--- src/rtl/cnmt_pkg.sv ---
`timescale 1ns / 1ps

package cnmt_pkg;

  localparam logic [10:0] ID_NMT   = 11'h000;
  localparam logic [10:0] ID_SYNC  = 11'h080;
  localparam logic [10:0] ID_TXSDO = 11'h580;
  localparam logic [10:0] ID_RXSDO = 11'h600;
  localparam logic [10:0] ID_GUARD = 11'h700;

  localparam logic [6:0] ST_INIT    = 7'd0;
  localparam logic [6:0] ST_STOPPED = 7'd4;
  localparam logic [6:0] ST_OPER    = 7'd5;
  localparam logic [6:0] ST_PREOP   = 7'd127;

  localparam logic [7:0] NMT_START      = 8'h01;
  localparam logic [7:0] NMT_STOP       = 8'h02;
  localparam logic [7:0] NMT_PREOP      = 8'h80;
  localparam logic [7:0] NMT_RESET      = 8'h81;
  localparam logic [7:0] NMT_RESET_COMM = 8'h82;

  localparam logic [7:0] SDO_DL_1   = 8'h23;
  localparam logic [7:0] SDO_DL_2   = 8'h27;
  localparam logic [7:0] SDO_DL_3   = 8'h2B;
  localparam logic [7:0] SDO_DL_4   = 8'h2F;
  localparam logic [7:0] SDO_UL     = 8'h40;
  localparam logic [7:0] SDO_DL_ACK = 8'h60;
  localparam logic [7:0] SDO_UL_RSP = 8'h43;

  localparam int CFG_IDX_W  = 1;
  localparam int CFG_DATA_W = 16;
  localparam logic [CFG_IDX_W-1:0] REG_NODE_ID       = 1'b0;
  localparam logic [CFG_IDX_W-1:0] REG_PROVIDER_MASK = 1'b1;

  localparam int IN_DATA_W  = 80;
  localparam int OUT_DATA_W = 160;

  typedef enum logic [2:0] {
    FK_IGNORE,
    FK_NMT,
    FK_GUARD,
    FK_SDO_DL,
    FK_SDO_UL,
    FK_SDO_BAD
  } frame_kind_t;

  typedef struct packed {
    frame_kind_t kind;
    logic        nmt_hit;
    logic        nmt_known;
    logic [6:0]  nmt_next;
    logic        in_range;
    logic        notify;
  } frame_dec_t;

  typedef enum logic [1:0] {
    S_CLEAR,
    S_IDLE,
    S_EXEC,
    S_FIN
  } ctrl_state_t;

endpackage

--- src/rtl/cnmt_dict.sv ---
`timescale 1ns / 1ps

module cnmt_dict #(
  parameter int DEPTH  = 128,
  parameter int ADDR_W = 7
) (
  input  logic              clk,
  input  logic              we,
  input  logic [ADDR_W-1:0] waddr,
  input  logic [31:0]       wdata,
  input  logic              re,
  input  logic [ADDR_W-1:0] raddr,
  output logic [31:0]       rdata
);

  logic [31:0] mem [DEPTH];

  always_ff @(posedge clk) begin
    if (we) begin
      mem[waddr] <= wdata;
    end
  end

  always_ff @(posedge clk) begin
    if (re) begin
      rdata <= mem[raddr];
    end
  end

endmodule

--- src/rtl/cnmt_decode.sv ---
`timescale 1ns / 1ps

module cnmt_decode import cnmt_pkg::*; #(
  parameter int NUM_OBJECTS    = 16,
  parameter int NUM_SUBINDEXES = 8,
  parameter int ADDR_W         = 7
) (
  input  logic [10:0]       frame_id,
  input  logic [31:0]       payload_low,
  input  logic [6:0]        node_id,
  input  logic [15:0]       provider_mask,
  output frame_dec_t        dec,
  output logic [ADDR_W-1:0] addr
);

  localparam int OBJ_W = $clog2(NUM_OBJECTS);
  localparam int SUB_W = (NUM_SUBINDEXES > 1) ? $clog2(NUM_SUBINDEXES) : 1;

  logic [7:0]       cmd;
  logic [7:0]       target;
  logic [15:0]      obj;
  logic [7:0]       sub;
  logic [OBJ_W-1:0] obj_idx;
  logic [SUB_W-1:0] sub_idx;
  logic [31:0]      addr_full;

  assign cmd     = payload_low[7:0];
  assign target  = payload_low[15:8];
  assign obj     = payload_low[23:8];
  assign sub     = payload_low[31:24];
  assign obj_idx = obj[OBJ_W-1:0];
  assign sub_idx = sub[SUB_W-1:0];

  assign addr_full = 32'(obj_idx) * NUM_SUBINDEXES + 32'(sub_idx);
  assign addr      = addr_full[ADDR_W-1:0];

  always_comb begin
    dec           = '0;
    dec.kind      = FK_IGNORE;
    dec.nmt_next  = ST_INIT;
    dec.in_range  = (obj < 16'(NUM_OBJECTS)) && ({1'b0, sub} < 9'(NUM_SUBINDEXES));
    dec.notify    = dec.in_range && (obj < 16'd16) && provider_mask[obj[3:0]];
    dec.nmt_hit   = (target == 8'd0) || (target == {1'b0, node_id});

    unique case (cmd)
      NMT_START:      begin dec.nmt_known = 1'b1; dec.nmt_next = ST_OPER;    end
      NMT_STOP:       begin dec.nmt_known = 1'b1; dec.nmt_next = ST_STOPPED; end
      NMT_PREOP:      begin dec.nmt_known = 1'b1; dec.nmt_next = ST_PREOP;   end
      NMT_RESET:      begin dec.nmt_known = 1'b1; dec.nmt_next = ST_PREOP;   end
      NMT_RESET_COMM: begin dec.nmt_known = 1'b1; dec.nmt_next = ST_OPER;    end
      default:        dec.nmt_known = 1'b0;
    endcase

    if (frame_id == ID_SYNC) begin
      dec.kind = FK_IGNORE;
    end else if (frame_id == ID_NMT) begin
      dec.kind = FK_NMT;
    end else if (frame_id == ID_GUARD + {4'b0, node_id}) begin
      dec.kind = FK_GUARD;
    end else if (frame_id == ID_RXSDO + {4'b0, node_id}) begin
      unique case (cmd) inside
        SDO_DL_1, SDO_DL_2, SDO_DL_3, SDO_DL_4: dec.kind = FK_SDO_DL;
        SDO_UL:  dec.kind = FK_SDO_UL;
        default: dec.kind = FK_SDO_BAD;
      endcase
    end
  end

endmodule

--- src/rtl/canopen_nmt_sdo_slave.sv ---
`timescale 1ns / 1ps

// CANopen NMT slave with an expedited SDO server. Each received frame beat on s_axis gives
// exactly one result beat on m_axis. A frame is handled in order: accept, dictionary read, then
// commit of state, dictionary write-back and result; the commit waits while the previous
// result is still held in the output register, and a new frame is taken only after commit.
// The dictionary is a single-port-write, single-port-read RAM of NUM_OBJECTS*NUM_SUBINDEXES
// words; after reset it is cleared one word per cycle with s_axis_tready low.
// Configuration writes are taken at any time and should be issued only while idle.
module canopen_nmt_sdo_slave import cnmt_pkg::*; #(
  parameter int NUM_OBJECTS    = 16,
  parameter int NUM_SUBINDEXES = 8
) (
  input  logic                  clk,
  input  logic                  rst,
  input  logic                  cfg_we,
  input  logic [CFG_IDX_W-1:0]  cfg_index,
  input  logic [CFG_DATA_W-1:0] cfg_data,
  input  logic                  s_axis_tvalid,
  output logic                  s_axis_tready,
  // frame_id, payload_low, payload_high, zero pad
  input  logic [IN_DATA_W-1:0]  s_axis_tdata,
  output logic                  m_axis_tvalid,
  input  logic                  m_axis_tready,
  // send, tx_id, tx_len, tx_low, tx_high, notify, notify_object, notify_subindex,
  // accepted, nmt_state, rx_count, tx_count
  output logic [OUT_DATA_W-1:0] m_axis_tdata
);

  localparam int DEPTH  = NUM_OBJECTS * NUM_SUBINDEXES;
  localparam int ADDR_W = $clog2(DEPTH);

  ctrl_state_t state, state_next;

  logic [6:0]  node_id;
  logic [15:0] provider_mask;

  logic [10:0] frame_id;
  logic [31:0] payload_low;
  logic [31:0] payload_high;

  logic [6:0]  node_state, node_state_next;
  logic        guard_toggle, guard_toggle_next;
  logic [31:0] received_total;
  logic [31:0] sent_total;

  logic [ADDR_W-1:0] clr_cnt;
  logic              clr_done;

  frame_dec_t        dec;
  logic [ADDR_W-1:0] addr;

  logic              ram_we;
  logic [ADDR_W-1:0] ram_waddr;
  logic [31:0]       ram_wdata;
  logic [31:0]       ram_rdata;

  logic        load;
  logic        send;
  logic [10:0] tx_id;
  logic [3:0]  tx_len;
  logic [31:0] tx_low;
  logic [31:0] tx_high;
  logic        notify;
  logic [3:0]  notify_object;
  logic [2:0]  notify_subindex;
  logic        accepted;
  logic        dl_write;

  logic [OUT_DATA_W-1:0] out_data;

  cnmt_decode #(
    .NUM_OBJECTS    (NUM_OBJECTS),
    .NUM_SUBINDEXES (NUM_SUBINDEXES),
    .ADDR_W         (ADDR_W)
  ) u_decode (
    .frame_id      (frame_id),
    .payload_low   (payload_low),
    .node_id       (node_id),
    .provider_mask (provider_mask),
    .dec           (dec),
    .addr          (addr)
  );

  cnmt_dict #(
    .DEPTH  (DEPTH),
    .ADDR_W (ADDR_W)
  ) u_dict (
    .clk   (clk),
    .we    (ram_we),
    .waddr (ram_waddr),
    .wdata (ram_wdata),
    .re    (state == S_EXEC),
    .raddr (addr),
    .rdata (ram_rdata)
  );

  always_ff @(posedge clk) begin
    if (rst) begin
      node_id       <= 7'd1;
      provider_mask <= '0;
    end else if (cfg_we) begin
      unique case (cfg_index)
        REG_NODE_ID:       node_id       <= cfg_data[6:0];
        REG_PROVIDER_MASK: provider_mask <= cfg_data[15:0];
        default: ;
      endcase
    end
  end

  assign s_axis_tready = (state == S_IDLE);
  assign clr_done      = (clr_cnt == ADDR_W'(DEPTH - 1));
  assign load          = (state == S_FIN) && (!m_axis_tvalid || m_axis_tready);

  always_comb begin
    state_next        = state;
    node_state_next   = node_state;
    guard_toggle_next = guard_toggle;
    send              = 1'b0;
    tx_id             = '0;
    tx_len            = '0;
    tx_low            = '0;
    tx_high           = '0;
    notify            = 1'b0;
    notify_object     = '0;
    notify_subindex   = '0;
    accepted          = 1'b1;
    dl_write          = 1'b0;

    case (dec.kind)
      FK_NMT: begin
        if (dec.nmt_hit) begin
          accepted = dec.nmt_known;
          if (dec.nmt_known) begin
            node_state_next = dec.nmt_next;
          end
        end
      end
      FK_GUARD: begin
        guard_toggle_next = ~guard_toggle;
        send              = 1'b1;
        tx_id             = ID_GUARD + {4'b0, node_id};
        tx_len            = 4'd1;
        tx_low            = {24'b0, ~guard_toggle, node_state};
      end
      FK_SDO_DL: begin
        dl_write = dec.in_range;
        send     = 1'b1;
        tx_id    = ID_TXSDO + {4'b0, node_id};
        tx_len   = 4'd8;
        tx_low   = {payload_low[31:8], SDO_DL_ACK};
        if (dec.notify) begin
          notify          = 1'b1;
          notify_object   = payload_low[11:8];
          notify_subindex = payload_low[26:24];
        end
      end
      FK_SDO_UL: begin
        send    = 1'b1;
        tx_id   = ID_TXSDO + {4'b0, node_id};
        tx_len  = 4'd8;
        tx_low  = {payload_low[31:8], SDO_UL_RSP};
        tx_high = dec.in_range ? ram_rdata : 32'd0;
      end
      FK_SDO_BAD: accepted = 1'b0;
      default: ;
    endcase

    unique case (state)
      S_CLEAR: if (clr_done) state_next = S_IDLE;
      S_IDLE:  if (s_axis_tvalid) state_next = S_EXEC;
      S_EXEC:  state_next = S_FIN;
      S_FIN:   if (load) state_next = S_IDLE;
      default: state_next = S_CLEAR;
    endcase
  end

  always_comb begin
    if (state == S_CLEAR) begin
      ram_we    = 1'b1;
      ram_waddr = clr_cnt;
      ram_wdata = '0;
    end else begin
      ram_we    = load && dl_write;
      ram_waddr = addr;
      ram_wdata = payload_high;
    end
  end

  always_ff @(posedge clk) begin
    if (rst) begin
      state          <= S_CLEAR;
      clr_cnt        <= '0;
      node_state     <= ST_INIT;
      guard_toggle   <= 1'b0;
      received_total <= '0;
      sent_total     <= '0;
      m_axis_tvalid  <= 1'b0;
    end else begin
      state <= state_next;
      if (state == S_CLEAR) begin
        clr_cnt <= clr_cnt + 1'b1;
      end
      if (m_axis_tready && !load) begin
        m_axis_tvalid <= 1'b0;
      end
      if (load) begin
        node_state     <= node_state_next;
        guard_toggle   <= guard_toggle_next;
        received_total <= received_total + 32'd1;
        sent_total     <= sent_total + 32'(send);
        m_axis_tvalid  <= 1'b1;
      end
    end
  end

  always_ff @(posedge clk) begin
    if (s_axis_tvalid && s_axis_tready) begin
      frame_id     <= s_axis_tdata[10:0];
      payload_low  <= s_axis_tdata[42:11];
      payload_high <= s_axis_tdata[74:43];
    end
    if (load) begin
      out_data <= {sent_total + 32'(send), received_total + 32'd1, node_state_next, accepted,
                   notify_subindex, notify_object, notify, tx_high, tx_low, tx_len, tx_id,
                   send};
    end
  end

  assign m_axis_tdata = out_data;

  a_accept_exec: assert property (@(posedge clk) disable iff (rst)
    s_axis_tvalid && s_axis_tready |=> state == S_EXEC)
    else $error("accepted beat did not start a dictionary read");

  a_rx_only_on_load: assert property (@(posedge clk) disable iff (rst)
    !load |=> $stable(received_total))
    else $error("rx counter moved without a commit");

  a_tx_count: assert property (@(posedge clk) disable iff (rst)
    load |=> sent_total == $past(sent_total) + 32'($past(send)))
    else $error("tx counter out of step with replies");

  a_ram_write_phase: assert property (@(posedge clk) disable iff (rst)
    ram_we |-> (state == S_FIN || state == S_CLEAR))
    else $error("dictionary written outside commit or clear");

  a_no_overwrite: assert property (@(posedge clk) disable iff (rst)
    m_axis_tvalid && !m_axis_tready |=> $stable(m_axis_tdata))
    else $error("pending result overwritten");

endmodule

--- config.mk ---
export PLATFORM = sky130hd
export DESIGN_NAME = canopen_nmt_sdo_slave
export DESIGN_NICKNAME = d
export VERILOG_FILES = /design/src/rtl/cnmt_pkg.sv /design/src/rtl/cnmt_dict.sv /design/src/rtl/cnmt_decode.sv /design/src/rtl/canopen_nmt_sdo_slave.sv
export SDC_FILE = /design/constraint.sdc
export NUM_CORES = 2
export LEC_CHECK = 0
export BUFFER_PORTS_ARGS = -buffer_cell sky130_fd_sc_hd__buf_2
export CAP_MARGIN = 5
export CELL_PAD_IN_SITES_DETAIL_PLACEMENT = 1
export CELL_PAD_IN_SITES_GLOBAL_PLACEMENT = 1
export CORE_MARGIN = 2
export CORE_UTILIZATION = 56
export DETAILED_ROUTE_END_ITERATION = 10
export GPL_TIMING_DRIVEN = 0
export PLACE_DENSITY_LB_ADDON = 0.05
export SLEW_MARGIN = 5
export SYNTH_ARGS = -nofsm -noshare
export SYNTH_HDL_FRONTEND = slang
export SYNTH_SLANG_ARGS = --single-unit
--- constraint.sdc ---
create_clock -name clk -period 7.3 [get_ports clk]
set_clock_uncertainty 0.15 [all_clocks]
set_input_delay 0.365 -clock clk [delete_from_list [all_inputs] [get_ports clk]]
set_output_delay 0.365 -clock clk [all_outputs]
set_load 0.1 [all_outputs]
### Word level (Yosys, flattened, before mapping)

Memories as Yosys holds them, arrays and structs flattened. A register that Yosys moved wholly into a read port is not among the register bits.
Cells that the tools add are included.

| operators by class | value |
|---|---|
| order comparisons | 3 |
| muxes and demuxes | 31 |
| add/sub/neg operators | 7 |
| bitwise logic cells | 2 |
| equal/unequal tests | 26 |
| reductions and logical operators | 27 |

Operators by type and width:

| operator | number |
|---|---|
| 32-bit case mux with 3 select lines | 1 |
| 32-bit by 1-bit adder with 32-bit output | 1 |
| 32-bit by 1-bit adder with 32-bit output (second input constant) | 1 |
| 8-bit by 6-bit == test with 1-bit output (second input constant) | 4 |
| 32-bit two-way mux | 1 |
| 7-bit two-way mux | 4 |
| 8-bit == test (second input constant) | 3 |
| 11-bit == test | 2 |
| 11-bit case mux with 2 select lines | 1 |
| 7-bit case mux with 3 select lines | 1 |
| 16-bit by 5-bit less-than comparator with 1-bit output (second input constant) | 1 |
| 3-bit two-way mux | 4 |
| 10-bit by 8-bit adder with 11-bit output (first input constant) | 1 |
| 11-bit by 7-bit adder with 11-bit output (first input constant) | 1 |
| 11-bit by 8-bit == test with 1-bit output (second input constant) | 1 |
| 11-bit zero test | 1 |
| 1-bit two-way mux | 11 |
| 9-bit by 8-bit adder with 10-bit output (first input constant) | 1 |
| 2-bit AND reduction | 5 |
| 8-bit by 1-bit == test with 1-bit output (second input constant) | 1 |
| 8-bit by 2-bit == test with 1-bit output (second input constant) | 1 |
| 8-bit by 7-bit == test with 1-bit output | 1 |
| 8-bit by 7-bit == test with 1-bit output (second input constant) | 1 |
| 8-bit zero test | 1 |
| 28 further kinds | 46 |

| storage, ports and cells | value |
|---|---|
| input bits | 102 |
| memories kept | 1 |
| flip-flop bits (word level) | 340 |
| bits in writable memories | 4096 |
| word-level logic and storage cells | 113 |

Memory list:

| name | depth | width | rd ports | clocked after Yosys merged registers in | write ports | line | text |
|---|---|---|---|---|---|---|---|
| u_dict.mem | 128 | 32 | 1 | 1 | 1 | cnmt_dict.sv:16 | `logic [31:0] mem [DEPTH];` |

### Depth between registers and ports, before layout

| depth | value |
|---|---|
| depth in word-level cells | 13 |
| depth in mapped cells | 12 |

### Cells and area by module

A second synthesis with hierarchy kept.

| second synthesis, totals | value |
|---|---|
| cell total of the unflattened synthesis | 7177 |
| area total of the unflattened synthesis | 171014.0 um2 |

By module, submodules not included:

| module | area each (um2) | instances | sequential area each (um2) | cells an instance |
|---|---|---|---|---|
| cnmt_dict | 156596.4 | 1 | 123958.9 | 5990 |
| canopen_nmt_sdo_slave | 13832.0 | 1 | 9008.6 | 1112 |
| cnmt_decode | 585.6 | 1 | 0.0 | 75 |

### Least setup slack after synthesis

No wires, ideal clock.

| timing path | value |
|---|---|
| path type | register to register |
| start point | register m_axis_tvalid |
| end point | register node_state[0] |
| cell stages (with the launch flop) | 8 |
| buffers on the path | 2 |
| path slack | 0.296 ns |
| arrival time | 6.754 ns |
| path through | dfxtp_1 -> nand2b_1 -> nand2_1 -> inv_1 -> clkbuf_1 -> buf_1 -> nand2b_1 -> o32ai_1 |

| on the way | value |
|---|---|
| word-level cells in the longest chain between the ends | 3 |

Ends and longest elaborated chain:

| item | line | text |
|---|---|---|
| from (decl) | canopen_nmt_sdo_slave.sv:23 | `output logic m_axis_tvalid,` |
| from (signal assigned) | canopen_nmt_sdo_slave.sv:198 | `m_axis_tvalid <= 1'b0;` |
| from (signal assigned) | canopen_nmt_sdo_slave.sv:205 | `m_axis_tvalid <= 1'b0;` |
| from (signal assigned) | canopen_nmt_sdo_slave.sv:212 | `m_axis_tvalid <= 1'b1;` |
| 1-bit zero test | canopen_nmt_sdo_slave.sv:113 | `assign load = (state == S_FIN) && (!m_axis_tvalid \|\| m_axis_tready);` |
| 1-bit logical OR | canopen_nmt_sdo_slave.sv:113 |  |
| 1-bit logical AND | canopen_nmt_sdo_slave.sv:113 |  |
| named net load | canopen_nmt_sdo_slave.sv:58 | `logic load;` |
| to (signal assigned) | canopen_nmt_sdo_slave.sv:208 | `node_state <= node_state_next;` |
| to (decl) | canopen_nmt_sdo_slave.sv:42 | `logic [6:0] node_state, node_state_next;` |

The timed path passes the listed nets, and every way through them passes these cells.
A chain may end at the register's enable or synchronous reset.

### Worst setup path in the final report

| timing path | value |
|---|---|
| start point | register payload_low[25] |
| end point | memory u_dict.mem[66][20], enable pin |

| on the way | value |
|---|---|
| word-level cells in the longest chain between the ends | 7 |

Ends and longest elaborated chain:

| item | line | text |
|---|---|---|
| from (decl) | canopen_nmt_sdo_slave.sv:39 | `logic [31:0] payload_low;` |
| from (signal assigned) | canopen_nmt_sdo_slave.sv:220 | `payload_low <= s_axis_tdata[42:11];` |
| 8-bit by 4-bit less-than comparator with 1-bit output | cnmt_decode.sv:41 | `dec.in_range = (obj < 16'(NUM_OBJECTS)) && ({1'b0, sub} < 9'(NUM_SUBINDEXES));` |
| 1-bit logical AND | cnmt_decode.sv:41 |  |
| 1-bit two-way mux | canopen_nmt_sdo_slave.sv:130 | `case (dec.kind)` |
| 1-bit logical AND | canopen_nmt_sdo_slave.sv:184 | `ram_we = load && dl_write;` |
| 1-bit two-way mux | canopen_nmt_sdo_slave.sv:179 | `if (state == S_CLEAR) begin` |
| 1-bit two-way mux | cnmt_dict.sv:19 | `if (we) begin` |
| 1-bit two-way mux (not written as such) | cnmt_dict.sv:20 | `mem[waddr] <= wdata;` |
| to (decl) | cnmt_dict.sv:16 |  |

Several ways; a longest one is shown, not always the timed one.

==> reports/results.tsv <==
metric	value	unit
DRT Pass-1 Iters	5	
Final GP Congestion	0.908	
CP Data Arrival Time	7.82	ns
sequential area share after synthesis	0.780	
fin. max-slew vios	0	
share of layout cells above drive strength 1	0.354	
max incr delay on CP	1.13	ns
most numerous cell in the Yosys netlist	edfxtp_1	
dominant synthesized flop cell	edfxtp_1	
root buffer cell	clkbuf_16	
Worst EP required	7.83	ns
Distinct cells, synth	50	
top cell family by delay on the critical path	buffers and inverters	
Routed Antenna Nets	0	
largest net degree at the start of global routing	51	
startpoint type of the worst setup path	flop	
number of port buffers	255	
clock latency on the worst-skew pair	0.98	ns
HP Class	in -> reg	
H-tree levels	5	
final hold viol count	0	
CTS Buffer Depth	4	
antenna violations before repair	48	
Tot GR Track Use	0.337	
Worst R2R Start	payload_low[25]$_DFFE_PP_	
synthesized area per cell	24.0	um^2
outcome	complete, no violations	
worst path cell trace	clkbuf_1 -> clkbuf_2 -> inv_1 -> o32ai_1 -> nand2_1 -> clkbuf_1 -> nor3_2 -> buf_4 -> buf_6 -> buf_8	
Starting Density	0.563	
Num Clock Sinks	4463	
Tot Pwr	63.3	mW
Least-Margin Pin Slew	1.42	ns
number of synthesized register bits	4463	
Syn Inst Count	7117	
RSZ-0062 raised after global routing	false	
chip width	556	um
top cell type's share of synthesized area	0.768	
clk slew on worst S/H paths	0.07	ns
Tcrit/Tclk final	0.998	
# setup viols final	0	
Max-Cap Viols	0	
Worst Path Max Fanout	11	
CTS tree	built	
Top cell by count, worst path	clkbuf_1	
Crit Path Category	reg -> reg	
Layout Utilization	0.664	
CP bufs+invs	7	
first-pass GRT wire length	715	mm
Max-slew headroom	0.0551	
DRC errors left	0	
number of DRC markers in iteration 0	12000	
CP startpoint	payload_low[25]$_DFFE_PP_	
post-DR wirelength/cell	39.4	um
total CTS buffers	448	
VDD IR-drop max	225	uV
Leak	65.3	nW
Cell Area, Synth	0.170	mm^2
minimum clock period	7.28	ns
leading post-synthesis cells by cell area	edfxtp_1, mux4_2, dfxtp_1	
fillcell total	23400	
area leader, netlist	edfxtp_1	
worst hold stages	3	
Remaining Overflow, GRT	0	
PD cells	315	mW/mm^2
Final Routed Wirelength	513	mm
Post CTS Setup Buffer Count	0	
Post-DP HPWL	359	mm
async set-reset flop share out of synthesis	0	
Vias/cell	6.64	
CP Capture Type	flop	
number of cells on the worst reg-to-reg path	10	
total number of yosys warnings	0	
die area	0.309	mm^2
via count	86300	
area growth from synthesis to layout	17.9	%
nets@finish	8732	
I/O Pins	264	
max frequency	137	MHz
Post-synth EDFFs	4358	
Min-Delay Startpoint	cfg_data[0]	
Critical Path Stages	10	
Post-synth top cells	edfxtp_1, mux4_2, clkbuf_1	
height of the chip	556	um
# rows	202	
Worst R2R Setup Slack	0.02	ns
core box area	0.303	mm^2
vias in the first global route	89400	
Worst path slowest cell	edfxtp_1	
==> stage by stage <==
step	worst slack (ns)	TNS, ns	instances	hold WS [ns]	area [um^2]
floorplan	0.296	0	7118	0.283	170000
global placement	-5.10	-	11400	0.291	177000
detailed placement	-0.0481	-0.813	12000	0.301	185000
CTS	0.175	0	13000	0.0459	201000
global route	0.0247	0	13000	0.136	201000
finish	0.0164	0	13000	0.120	201000
==> layout by cell type, fill, tap and decap left out, drive strengths merged, types with 71 or more instances in the layout <==
| master | synthesis | layout |
|---|---|---|
| mux4 | 1349 | 1349 |
| dfxtp | 105 | 105 |
| and2 | 74 | 74 |
| dlygate4sd3 | 0 | 187 |
| clkinv | 1 | 190 |
| buf | 145 | 1011 |
| clkbuf | 234 | 795 |
| nor2 | 95 | 95 |
| xor2 | 71 | 71 |
| nor3 | 151 | 151 |
| nand2 | 122 | 122 |
| edfxtp | 4358 | 4358 |
==> sequential cells by signal, summed over array words and instances, names as in the netlist, 11 cells and up <==
name            cells
m_axis_tdata      155
sent_total         32
u_dict.rdata       32
received_total     32
u_dict.mem       4096
provider_mask      16
payload_high       32
payload_low        32
frame_id           11
==> worst reg2reg max path: cells and delay by family (launching register included) <==
family / cells / cell delay, ns
buf+inv: 7 / 3.69
simple gates: 2 / 1.53
flops: 1 / 1.13
compound gates: 1 / 0.48
==> where the power goes <==
part	switching, mW	total, mW	internal [mW]
Clock	9.78	22.6	12.8
Sequential	0.218	30.7	30.5
Combinational	6.84	9.99	3.15
==> cell families (layout without fill, tap and decap cells) <==
kind of cell,after synthesis,in the layout,synth area share
flip-flops,4463,4463,0.780
multiplexers,1392,1392,0.181
AND/OR/NAND/NOR,626,626,0.0187
buffers and inverters,406,2276,0.00978
XOR/XNOR,119,119,0.00611
AO/OA/AOI/OAI,101,101,0.00366
adder cells (fa/ha/maj),9,9,0.000661
other,1,42,0.0000220
==> timing repair <==
| action | CTS | global route |
|---|---|---|
| gates resized for setup | 0 | 0 |
| setup endpoints to repair | 44 | 0 |
| endpoints found under the hold margin | 137 | 0 |
| hold buffers | 187 | 0 |
==> worst paths after layout <==
path	end
max	u_dict.mem[66][20]$_DFFE_PP_
min	node_id[0]$_SDFFE_PP1P_
max reg2reg	u_dict.mem[66][20]$_DFFE_PP_
min reg2reg	provider_mask[0]$_SDFFE_PP0P_
==> metal layers <==
| metal | up-vias | global-route usage | part of all wire |
|---|---|---|---|
| met3 | 969 | 0.0642 | 0.090 |
| met5 | - | 0 | 0.00013 |
| li1 | 33600 | - | - |
| met2 | 4962 | 0.533 | 0.48 |
| met1 | 46800 | 0.450 | 0.37 |
| met4 | 10 | 0.178 | 0.059 |
==> area by class of cell <==
type | instances | area (um^2) | share of cell area
diodes | 40 | 100 | 0.000498
plain buffers | 378 | 1600 | 0.00797
clock buffers | 561 | 11800 | 0.0589
clock inverters | 256 | 2360 | 0.0117
inverters | 27 | 101 | 0.000504
multi-input cells | 2249 | 36700 | 0.183
flip-flops and latches | 4463 | 133000 | 0.661
well taps | 3978 | 4980 | 0.0248
repair buffers | 1054 | 10300 | 0.0515
Note: power is estimated with default switching activity, not from simulation.
